### config.mk
export PLATFORM = sky130hd
export DESIGN_NAME = keyed_entry_table_lru_reuse
export DESIGN_NICKNAME = d
export VERILOG_FILES = /design/src/hdl/ket_pkg.sv /design/src/hdl/ket_cell.sv /design/src/hdl/ket_ctrl.sv /design/src/hdl/keyed_entry_table_lru_reuse.sv
export SDC_FILE = /design/constraint.sdc
export NUM_CORES = 1
export LEC_CHECK = 0
export ABC_AREA = 1
export BUFFER_PORTS_ARGS = -buffer_cell sky130_fd_sc_hd__clkbuf_2
export CORE_UTILIZATION = 25
export CTS_CLUSTER_DIAMETER = 100
export CTS_CLUSTER_SIZE = 28
export DETAILED_ROUTE_END_ITERATION = 8
export GPL_ROUTABILITY_DRIVEN = 1
export PLACE_DENSITY = 0.37
export SLEW_MARGIN = 20
export SYNTH_ARGS = -nofsm -noshare
export SYNTH_HDL_FRONTEND = slang
export SYNTH_HIERARCHICAL = 1
export SYNTH_SLANG_ARGS = --single-unit
### constraint.sdc
create_clock -name clk -period 11.8 [get_ports clk]
set_input_delay 0 -clock clk [delete_from_list [all_inputs] [get_ports clk]]
set_output_delay 0 -clock clk [all_outputs]
set_load 0.01 [all_outputs]
### src/hdl/ket_pkg.sv
// Shared types and constants for the keyed entry table.
// Used by the cell, the controller, the top level and the monitor.
`timescale 1ns / 1ps
`default_nettype none

package ket_pkg;

    localparam int ENTRIES = 4;
    localparam int SLOT_W  = 2;
    localparam int ACT_W   = 2;
    localparam int STAT_W  = 3;
    localparam int KEY_W   = 32;
    localparam int ID_W    = 8;
    localparam int FRM_W   = 16;
    localparam int STAMP_W = 32;

    localparam int IN_FIELDS_W  = KEY_W + FRM_W + STAMP_W + SLOT_W;
    localparam int IN_TDATA_W   = ((IN_FIELDS_W + 7) / 8) * 8;
    localparam int OUT_FIELDS_W = SLOT_W + ID_W + KEY_W + FRM_W + STAMP_W;
    localparam int OUT_TDATA_W  = ((OUT_FIELDS_W + 7) / 8) * 8;

    localparam logic [ACT_W-1:0] ACT_TOUCH  = 2'd0;
    localparam logic [ACT_W-1:0] ACT_DELETE = 2'd1;
    localparam logic [ACT_W-1:0] ACT_LIST   = 2'd2;
    // Spare code: dropped without a result
    localparam logic [ACT_W-1:0] ACT_UNUSED = 2'd3;

    localparam logic [STAT_W-1:0] STAT_FOUND       = 3'd0;
    localparam logic [STAT_W-1:0] STAT_NEW         = 3'd1;
    localparam logic [STAT_W-1:0] STAT_REUSED      = 3'd2;
    localparam logic [STAT_W-1:0] STAT_DELETED     = 3'd3;
    localparam logic [STAT_W-1:0] STAT_SLOT_EMPTY  = 3'd4;
    localparam logic [STAT_W-1:0] STAT_LIST_ENTRY  = 3'd5;
    localparam logic [STAT_W-1:0] STAT_TABLE_EMPTY = 3'd6;

    // Contents of one slot as seen by the controller
    typedef struct packed {
        logic               valid;
        logic [KEY_W-1:0]   key;
        logic [ID_W-1:0]    id;
        logic [FRM_W-1:0]   frames;
        logic [STAMP_W-1:0] stamp;
    } entry_t;

    // Search token handed from cell to cell
    typedef struct packed {
        logic               valid;
        logic               hit_found;
        logic [SLOT_W-1:0]  hit_idx;
        logic               free_found;
        logic [SLOT_W-1:0]  free_idx;
        logic [STAMP_W-1:0] old_stamp;
        logic [SLOT_W-1:0]  old_idx;
    } srch_t;

    // Write command broadcast to every cell
    typedef struct packed {
        logic               en;
        logic [SLOT_W-1:0]  idx;
        logic               fill;
        logic               clear;
        logic [KEY_W-1:0]   key;
        logic [ID_W-1:0]    id;
        logic [FRM_W-1:0]   frames;
        logic [STAMP_W-1:0] stamp;
    } wr_t;

    // One result transfer
    typedef struct packed {
        logic [STAT_W-1:0]  status;
        logic [SLOT_W-1:0]  slot;
        logic [ID_W-1:0]    id;
        logic [KEY_W-1:0]   key;
        logic [FRM_W-1:0]   frames;
        logic [STAMP_W-1:0] stamp;
        logic               last;
    } res_t;

    typedef enum logic [2:0] {
        S_IDLE,
        S_LAUNCH,
        S_SEARCH,
        S_EMIT,
        S_LIST
    } state_t;

endpackage

`default_nettype wire

### src/hdl/ket_cell.sv
// One slot of the table plus one stage of the search chain.
// Depends on ket_pkg.
`timescale 1ns / 1ps
`default_nettype none

module ket_cell
    import ket_pkg::*;
(
    input  wire logic              clk,
    input  wire logic              rst_n,
    input  wire logic [SLOT_W-1:0] cell_idx,
    input  wire logic [KEY_W-1:0]  search_key,
    input  wire srch_t             tok_in,
    output srch_t                  tok_out,
    input  wire wr_t               wr,
    output entry_t                 entry
);

    logic               valid_reg;
    logic [KEY_W-1:0]   key_reg;
    logic [ID_W-1:0]    id_reg;
    logic [FRM_W-1:0]   frames_reg;
    logic [STAMP_W-1:0] stamp_reg;
    srch_t              tok_reg;
    srch_t              tok_next;
    logic               sel;

    assign sel = wr.en && (wr.idx == cell_idx);

    // Fold this slot into the passing token
    always_comb
    begin
        tok_next = tok_in;
        if (valid_reg)
        begin
            if (!tok_in.hit_found && (key_reg == search_key))
            begin
                tok_next.hit_found = 1'b1;
                tok_next.hit_idx   = cell_idx;
            end
            if (stamp_reg < tok_in.old_stamp)
            begin
                tok_next.old_stamp = stamp_reg;
                tok_next.old_idx   = cell_idx;
            end
        end
        else if (!tok_in.free_found)
        begin
            tok_next.free_found = 1'b1;
            tok_next.free_idx   = cell_idx;
        end
    end

    always_ff @(posedge clk or negedge rst_n)
    begin
        if (!rst_n)
        begin
            valid_reg <= 1'b0;
            tok_reg   <= '0;
        end
        else
        begin
            tok_reg <= tok_next;
            if (sel && wr.fill)
                valid_reg <= 1'b1;
            else if (sel && wr.clear)
                valid_reg <= 1'b0;
        end
    end

    always_ff @(posedge clk)
    begin
        if (sel && !wr.clear)
        begin
            frames_reg <= wr.frames;
            stamp_reg  <= wr.stamp;
            if (wr.fill)
            begin
                key_reg <= wr.key;
                id_reg  <= wr.id;
            end
        end
    end

    assign tok_out      = tok_reg;
    assign entry.valid  = valid_reg;
    assign entry.key    = key_reg;
    assign entry.id     = id_reg;
    assign entry.frames = frames_reg;
    assign entry.stamp  = stamp_reg;

endmodule

`default_nettype wire

### src/hdl/ket_ctrl.sv
// Sequencer: takes input transfers, launches searches, writes slots
// and drives the output register. Depends on ket_pkg.
`timescale 1ns / 1ps
`default_nettype none

module ket_ctrl
    import ket_pkg::*;
(
    input  wire logic                   clk,
    input  wire logic                   rst_n,
    input  wire logic                   s_tvalid,
    output logic                        s_tready,
    input  wire logic [IN_TDATA_W-1:0]  s_tdata,
    input  wire logic [ACT_W-1:0]       s_tuser,
    input  wire srch_t                  tail_tok,
    input  wire entry_t                 entries [ENTRIES],
    output srch_t                       start_tok,
    output logic [KEY_W-1:0]            search_key,
    output wr_t                         wr,
    output logic                        m_tvalid,
    input  wire logic                   m_tready,
    output res_t                        m_res
);

    state_t             state_reg,    state_next;
    logic [ACT_W-1:0]   act_reg,      act_next;
    logic [KEY_W-1:0]   key_reg,      key_next;
    logic [FRM_W-1:0]   frames_reg,   frames_next;
    logic [STAMP_W-1:0] now_reg,      now_next;
    logic [SLOT_W-1:0]  res_slot_reg, res_slot_next;
    logic [STAT_W-1:0]  status_reg,   status_next;
    logic [SLOT_W-1:0]  scan_reg,     scan_next;
    logic [ID_W-1:0]    next_id_reg,  next_id_next;
    logic               out_valid_reg, out_valid_next;
    res_t               out_reg,      out_next;

    logic [ENTRIES-1:0] valid_vec;
    logic               out_free;
    logic               last_here;

    always_comb
    begin
        for (int i = 0; i < ENTRIES; i++)
            valid_vec[i] = entries[i].valid;
    end

    assign out_free  = !out_valid_reg || m_tready;
    // No valid slot above the scan position
    assign last_here = ((valid_vec >> scan_reg) >> 1) == '0;

    assign s_tready   = (state_reg == S_IDLE);
    assign search_key = key_reg;
    assign m_tvalid   = out_valid_reg;
    assign m_res      = out_reg;

    always_comb
    begin
        state_next     = state_reg;
        act_next       = act_reg;
        key_next       = key_reg;
        frames_next    = frames_reg;
        now_next       = now_reg;
        res_slot_next  = res_slot_reg;
        status_next    = status_reg;
        scan_next      = scan_reg;
        next_id_next   = next_id_reg;
        out_valid_next = out_valid_reg && !m_tready;
        out_next       = out_reg;
        start_tok      = '0;
        wr             = '0;

        unique case (state_reg)
            S_IDLE:
            begin
                if (s_tvalid)
                begin
                    act_next      = s_tuser;
                    key_next      = s_tdata[KEY_W-1:0];
                    frames_next   = s_tdata[KEY_W +: FRM_W];
                    now_next      = s_tdata[KEY_W+FRM_W +: STAMP_W];
                    res_slot_next = s_tdata[KEY_W+FRM_W+STAMP_W +: SLOT_W];
                    scan_next     = '0;
                    unique case (s_tuser)
                        ACT_TOUCH:  state_next = S_LAUNCH;
                        ACT_DELETE: state_next = S_EMIT;
                        ACT_LIST:   state_next = S_LIST;
                        default:    state_next = S_IDLE;
                    endcase
                end
            end

            S_LAUNCH:
            begin
                start_tok.valid     = 1'b1;
                start_tok.old_stamp = '1;
                state_next          = S_SEARCH;
            end

            S_SEARCH:
            begin
                if (tail_tok.valid)
                begin
                    wr.en     = 1'b1;
                    wr.key    = key_reg;
                    wr.id     = next_id_reg;
                    wr.frames = frames_reg;
                    wr.stamp  = now_reg;
                    if (tail_tok.hit_found)
                    begin
                        wr.idx      = tail_tok.hit_idx;
                        status_next = STAT_FOUND;
                    end
                    else
                    begin
                        wr.fill      = 1'b1;
                        next_id_next = next_id_reg + 1'b1;
                        if (tail_tok.free_found)
                        begin
                            wr.idx      = tail_tok.free_idx;
                            status_next = STAT_NEW;
                        end
                        else
                        begin
                            wr.idx      = tail_tok.old_idx;
                            status_next = STAT_REUSED;
                        end
                    end
                    res_slot_next = wr.idx;
                    state_next    = S_EMIT;
                end
            end

            S_EMIT:
            begin
                if (out_free)
                begin
                    out_valid_next  = 1'b1;
                    out_next.slot   = res_slot_reg;
                    out_next.last   = 1'b1;
                    out_next.id     = entries[res_slot_reg].id;
                    out_next.key    = entries[res_slot_reg].key;
                    out_next.frames = entries[res_slot_reg].frames;
                    out_next.stamp  = entries[res_slot_reg].stamp;
                    if (act_reg == ACT_TOUCH)
                        out_next.status = status_reg;
                    else if (entries[res_slot_reg].valid)
                    begin
                        // Report the freed entry, then drop it
                        out_next.status = STAT_DELETED;
                        wr.en           = 1'b1;
                        wr.idx          = res_slot_reg;
                        wr.clear        = 1'b1;
                    end
                    else
                    begin
                        out_next.status = STAT_SLOT_EMPTY;
                        out_next.id     = '0;
                        out_next.key    = '0;
                        out_next.frames = '0;
                        out_next.stamp  = '0;
                    end
                    state_next = S_IDLE;
                end
            end

            S_LIST:
            begin
                if (valid_vec == '0)
                begin
                    if (out_free)
                    begin
                        out_valid_next = 1'b1;
                        out_next       = '0;
                        out_next.status = STAT_TABLE_EMPTY;
                        out_next.last  = 1'b1;
                        state_next     = S_IDLE;
                    end
                end
                else if (!valid_vec[scan_reg])
                    scan_next = scan_reg + 1'b1;
                else if (out_free)
                begin
                    out_valid_next  = 1'b1;
                    out_next.status = STAT_LIST_ENTRY;
                    out_next.slot   = scan_reg;
                    out_next.id     = entries[scan_reg].id;
                    out_next.key    = entries[scan_reg].key;
                    out_next.frames = entries[scan_reg].frames;
                    out_next.stamp  = entries[scan_reg].stamp;
                    out_next.last   = last_here;
                    if (last_here)
                        state_next = S_IDLE;
                    else
                        scan_next = scan_reg + 1'b1;
                end
            end

            default:
                state_next = S_IDLE;
        endcase
    end

    always_ff @(posedge clk or negedge rst_n)
    begin
        if (!rst_n)
        begin
            state_reg     <= S_IDLE;
            next_id_reg   <= '0;
            out_valid_reg <= 1'b0;
        end
        else
        begin
            state_reg     <= state_next;
            next_id_reg   <= next_id_next;
            out_valid_reg <= out_valid_next;
        end
    end

    always_ff @(posedge clk)
    begin
        act_reg      <= act_next;
        key_reg      <= key_next;
        frames_reg   <= frames_next;
        now_reg      <= now_next;
        res_slot_reg <= res_slot_next;
        status_reg   <= status_next;
        scan_reg     <= scan_next;
        out_reg      <= out_next;
    end

endmodule

`default_nettype wire

### src/hdl/keyed_entry_table_lru_reuse.sv
// Top level of the keyed entry table: a chain of slot cells and the
// sequencer. Depends on ket_pkg, ket_cell and ket_ctrl.
//
// Usage:
// - Input channel s_*: one transfer per action. s_tuser carries the action
//   (touch, delete, list); s_tdata the key, frame count, time and slot.
// - Output channel m_*: m_tuser carries the status, m_tlast marks the
//   final result of an action, m_tdata the slot and entry fields.
// - A touch sends a token down the chain of ENTRIES cells, one cell per
//   cycle, gathering hit, lowest free slot and oldest stamp; the tail
//   token selects the slot to write, the result is loaded into the output
//   register, and only after that is the next input taken.
// - A delete loads its result into the output register from the emit state.
// - A list gives one result per cycle from the output register while the
//   receiver takes them, stepping over empty slots without a result.
// - Actions are handled one at a time; s_tready is high only when idle.
// - A stalled receiver holds the output register; the sequencer waits.
// - Reset empties every slot and restarts the id counter at zero.
`timescale 1ns / 1ps
`default_nettype none

module keyed_entry_table_lru_reuse
    import ket_pkg::*;
(
    input  wire logic                   clk,
    input  wire logic                   rst_n,
    input  wire logic                   s_tvalid,
    output logic                        s_tready,
    // [31:0] frequency_hz, [47:32] frame_count, [79:48] now_time,
    // [81:80] target_slot, rest zero
    input  wire logic [IN_TDATA_W-1:0]  s_tdata,
    // [1:0] action
    input  wire logic [ACT_W-1:0]       s_tuser,
    output logic                        m_tvalid,
    input  wire logic                   m_tready,
    // [1:0] slot, [9:2] entry_id, [41:10] entry_frequency,
    // [57:42] entry_frames, [89:58] entry_stamp, rest zero
    output logic [OUT_TDATA_W-1:0]      m_tdata,
    // [2:0] status
    output logic [STAT_W-1:0]           m_tuser,
    output logic                        m_tlast
);

    srch_t            tok [ENTRIES+1];
    entry_t           ent [ENTRIES];
    wr_t              wr;
    logic [KEY_W-1:0] search_key;
    res_t             res;

    ket_ctrl u_ctrl (
        .clk        (clk),
        .rst_n      (rst_n),
        .s_tvalid   (s_tvalid),
        .s_tready   (s_tready),
        .s_tdata    (s_tdata),
        .s_tuser    (s_tuser),
        .tail_tok   (tok[ENTRIES]),
        .entries    (ent),
        .start_tok  (tok[0]),
        .search_key (search_key),
        .wr         (wr),
        .m_tvalid   (m_tvalid),
        .m_tready   (m_tready),
        .m_res      (res)
    );

    for (genvar gi = 0; gi < ENTRIES; gi++)
    begin : g_cell
        ket_cell u_cell (
            .clk        (clk),
            .rst_n      (rst_n),
            .cell_idx   (SLOT_W'(gi)),
            .search_key (search_key),
            .tok_in     (tok[gi]),
            .tok_out    (tok[gi+1]),
            .wr         (wr),
            .entry      (ent[gi])
        );
    end

    assign m_tdata = {{(OUT_TDATA_W-OUT_FIELDS_W){1'b0}},
                      res.stamp, res.frames, res.key, res.id, res.slot};
    assign m_tuser = res.status;
    assign m_tlast = res.last;

endmodule

`default_nettype wire

# Word level (Yosys, flattened, before mapping)
# Cells that the tools add are included.
dict set report word_totals {
  ram_bits 0
  latchBits 0
  inputBits 94
  out_inout_bits 102
  wordCells 240
  memories 0
  romBits 0
  regBits 683
}
dict set report op_classes {
  n_reduce_logical 51
  bitwise 3
  n_mul 0
  n_eq_ne 23
  muxes 89
  div 0
  shifts 1
  order_cmp 7
  addsub 2
}
# operator n
set ops {}
lappend ops {{$mux W88} 6}
lappend ops {{$mux W94} 5}
lappend ops {{$bmux W89 S2} 2}
lappend ops {{$mux W34} 6}
lappend ops {{$pmux W94 S2} 1}
lappend ops {{$mux W89} 2}
lappend ops {{$eq A32 B32 Y1} 4}
lappend ops {{$lt A32 B32 Y1} 4}
lappend ops {{$mux W3} 24}
lappend ops {{$mux W32} 1}
lappend ops {{$mux W2} 15}
lappend ops {{$logic_and A1 B1 Y1} 20}
lappend ops {{$mux W1} 19}
lappend ops {{$pmux W3 S5} 1}
lappend ops {{$reduce_bool A2 Y1} 7}
lappend ops {{$reduce_and A2 Y1} 6}
lappend ops {{$reduce_and A5 Y1} 2}
lappend ops {{$ne A3 B1 Y1 const B} 3}
lappend ops {{$pmux W3 S3} 1}
lappend ops {{$add A8 B1 Y8 const B} 1}
lappend ops {{$logic_not A4 Y1} 2}
lappend ops {{$pmux W2 S2} 2}
lappend ops {{$eq A2 B2 Y1 const B} 3}
lappend ops {{$eq A3 B2 Y1 const B} 2}
lappend ops {{23 further kinds} 37}

# Depth between registers and ports, before layout
dict set report depth {
  depth_word 13
  depth_mapped 19
}

# Modules after synthesis
# Netlist, hierarchy kept.
# mod instances cells_per_inst seq_area_each_um2 area_each_um2
set modules_own_cells {}
lappend modules_own_cells {ket_cell 4 501 3693.5 5840.6}
lappend modules_own_cells {ket_ctrl 1 1952 5765.5 13574.3}
lappend modules_own_cells {keyed_entry_table_lru_reuse 1 8 0.0 52.6}

# Worst setup path before layout
# OpenSTA, ideal clock, no wires.
dict set report synth_path {
  kind {flip-flop to flip-flop}
  startpoint {reg u_ctrl.scan_reg[0]}
  endpoint {reg u_ctrl.out_reg (netlist bit u_ctrl/m_res[0]), enable pin}
  synth_period_minus_slack_ns 6.232
  slack_ns 5.568
  arrival_time_ns 5.654
  path_stages_with_launch 8
  path_cell_list {edfxtp_1 > inv_2 > buf_2 > buf_2 > nand2_1 > nand3_1 > nand2_1 > a21oi_1}
}
dict set report synth_between {
  elab_chain_len 4
}
# element line
set synth_rtl {}
lappend synth_rtl {{start, declared} ket_ctrl.sv:32} ;# logic [SLOT_W-1:0] scan_reg, scan_next;
lappend synth_rtl {{start signal, assigned} ket_ctrl.sv:227} ;# scan_reg <= scan_next;
lappend synth_rtl {{$bmux W1 S2} ket_ctrl.sv:179} ;# else if (!valid_vec[scan_reg])
lappend synth_rtl {{$mux W1 (implied by the code)} ket_ctrl.sv:179}
lappend synth_rtl {{$ne A3 B1 Y1 (no line)} -}
lappend synth_rtl {{$reduce_and A4 Y1 (no line)} -}
lappend synth_rtl {{end signal, assigned} ket_ctrl.sv:228} ;# out_reg <= out_next;
lappend synth_rtl {{end, declared} ket_ctrl.sv:35} ;# res_t out_reg, out_next;
# Every way passes these cells. The select of a mux whose other input is x is not followed.
# A chain may end at the register's enable or synchronous reset.

==> summary.txt <==
GRT
  – Initial antenna violation count: 2
  – Vias in the first global route: 26000
  – Global-route wire length before repair: about 170000 um
  – GRT Util Overall: roughly 16%
  – Pin count of the biggest net entering global routing: 179
  – GRT overflow: 0

Clocking
  – Clk_lat worst skew: 0.65 ns
  – CTS tree: done
  – Sink Count: between 600 and 700
  – H-tree levels: 2
  – Clock Pin Slew Worst Setup and Hold Paths: approximately 0.10 ns
  – Clock Root Buffer: clkbuf_16
  – CTS Buf Count: 41
  – Clock Path Buffers: 3
  – PostCTS Resize Cnt: 0
  – Post-CTS setup buffer count: 0

Worst hold path
  – Hold path depth: 2
  – HP Start: s_tdata[9]
  – Hold Crit Endpoint: u_ctrl/search_key[9]
  – Hold WC Path Type: in2reg

Die
  – # IOs: roughly 200
  – Die width: about 380 um
  – Die area: 144000 um2
  – Die Ht: roughly 380 um
  – Site Rows: around 140
  – Core area: 141000 um2
  – Initial Util: ~25%

Synth
  – Synth warn: 6
  – Synthesized area: 35600 um2
  – Syn Area/Cell: between 9 and 10 um2
  – Cell count after synthesis: 3827

Power
  – Peak VDD IR: 0.0854 mV
  – P per Cell Area: roughly 110 nW/um2
  – Pleak: 16.0 nW

Timing
  – Slew at the pin closest to its max-slew limit: 1.07 ns
  – Final Hold Viols: 0
  – Maximum clock rate: approximately 230 MHz
  – Setup tns final: 0 ns
  – Min cycle time layout: 4.37 ns
  – Max Slew Vio Count: 0
  – Final period util: 37.1%
  – RSZ-0062 raised after global routing: false
  – Final setup skew: 0.0407 ns
  – Slew HR: 28.7%
  – Final setup violation count: 0

Run
  – MaxCap Viol Count: 0

Critical path
  – Worst Setup Path Type: reg2reg
  – Crit path launch type: register
  – R2r endpoint: g_cell[3].u_cell/frames_reg[4]
  – Reg2reg path depth: 10
  – Critical path endpoint category: register
  – FF-to-FF setup slack: 7.43 ns
  – Critical path arrival: 4.64 ns
  – Req. time, crit path: around 12 ns
  – Worst reg2reg startpoint: u_ctrl/res_slot_reg[1]
  – CP Max Fanout: 37

Drt
  – DRC: 0
  – Vias per std cell: around 4.5
  – Drt total wl: 119000 um
  – Initial DRC count: 1712
  – Vias after detailed routing: roughly 26000
  – WL/cell: roughly 20 um
  – Post-route ant nets: 0
  – TritonRoute pass-1 iters: 5

Layout
  – Syn-to-layout area delta: 14.2%
  – # diodes: 0
  – Sequential standard cell area: 19700 um2
  – Post-layout nets: 4216
  – Layout cells sized above 1: 12.7%
  – Filler cell count: 14900
  – Largest register FFs: between 100 and 150
  – Final std cells w/o fill: ~5900
  – Area occupied by multi-input gates: 13300 um2

Outcome
  – Status: finished, final reports clean

Placed design
  – DP HPWL: 72400 um
  – Placer Congestion: around 0.77
  – Port Buffer Count: 183
  – Placed insts: between 5000 and 6000
metal layers:
| metal | share of wire [%] | track usage, % | vias to the layer above |
|---|---|---|---|
| li1 | - | - | 13000 |
| met1 | 48 | 23.0 | 12800 |
| met2 | 47 | 27.4 | 507 |
| met3 | 3.5 | 1.63 | 99 |
| met4 | 1.6 | 3.01 | 0 |
| met5 | 0 | 0 | - |
final cells by class:
class / count / share of cell area [%]
Tap cell: 1890 / 5.82
Multi-Input combinational cell: 2569 / 32.8
Clock buffer: 42 / 2.54
Inverter: 390 / 3.64
Timing Repair Buffer: 313 / 5.38
Sequential cell: 682 / 48.6
Clock inverter: 33 / 1.20
what timing repair did:
action / CTS / global route
hold buffers: 97 / 0
endpoints found under the hold margin: 139 / 0
setup endpoints to repair: 0 / 0
layout by cell type, fill, tap and decap left out, drive strengths merged, types with 24 or more instances in the layout:
cell / count
xor2: 39
buf: 35
xnor2: 24
nand3: 141
a21oi: 253
conb: 46
o21ai: 602
inv: 400
edfxtp: 534
clkbuf: 224
ha: 125
dfrtp: 148
nand2: 949
nor2: 312
dlygate4sd3: 96
per-stage QoR:
stage / power (mW) / setup slack (ns) / instance area [um2] / util [%] / hold slack, ns
3_3_place_gp: 2.67 / 7.29 / 38100 / 26.9 / 0.0451
5_1_grt: 4.56 / 7.05 / 40600 / 28.7 / 0.0283
2_1_floorplan: 2.64 / 5.57 / 35700 / - / -0.296
6_report: 4.41 / 7.43 / 40600 / 28.7 / 0.0579
4_1_cts: 4.50 / 7.33 / 40600 / 28.7 / 0.00180
3_5_place_dp: 2.67 / 7.35 / 38100 / 26.9 / 0.0308
worst max-delay path: stages, from the launching register on:
cell and delay [ns]:
edfxtp_1 0.42, buf_4 0.53, nand3_1 0.18, nand2_1 0.16, nand3_1 0.15, o21ai_0 0.65
nor2_1 0.11, nor3_1 0.35, nand2_1 0.17, nor2_4 0.53, buf_4 0.72
report_power, final:
group          total [mW]  leakage, nW  switching [mW]  internal, mW
Sequential           2.57         7.57         0.00187          2.57
Clock                1.77        0.719           0.956         0.815
Combinational      0.0682         7.72          0.0321        0.0361
Total                4.41         16.0           0.990          3.42
worst max-delay path by stage:
stage,from,to,slack [ns],cells past startpoint
after CTS,u_ctrl/res_slot_reg[0],g_cell[3].u_cell/frames_reg[1],7.33,11
final,u_ctrl/res_slot_reg[1],g_cell[3].u_cell/frames_reg[4],7.43,10
after global placement,u_ctrl/res_slot_reg[0],g_cell[3].u_cell/frames_reg[2],7.29,11
after detailed placement,u_ctrl/res_slot_reg[0],g_cell[3].u_cell/frames_reg[2],7.35,11
after global routing,u_ctrl/res_slot_reg[0],g_cell[3].u_cell/stamp_reg[19],7.05,11
after floorplan,u_ctrl/scan_reg[0],u_ctrl/m_res[0],5.57,7
(Power assumes the default switching activity.)
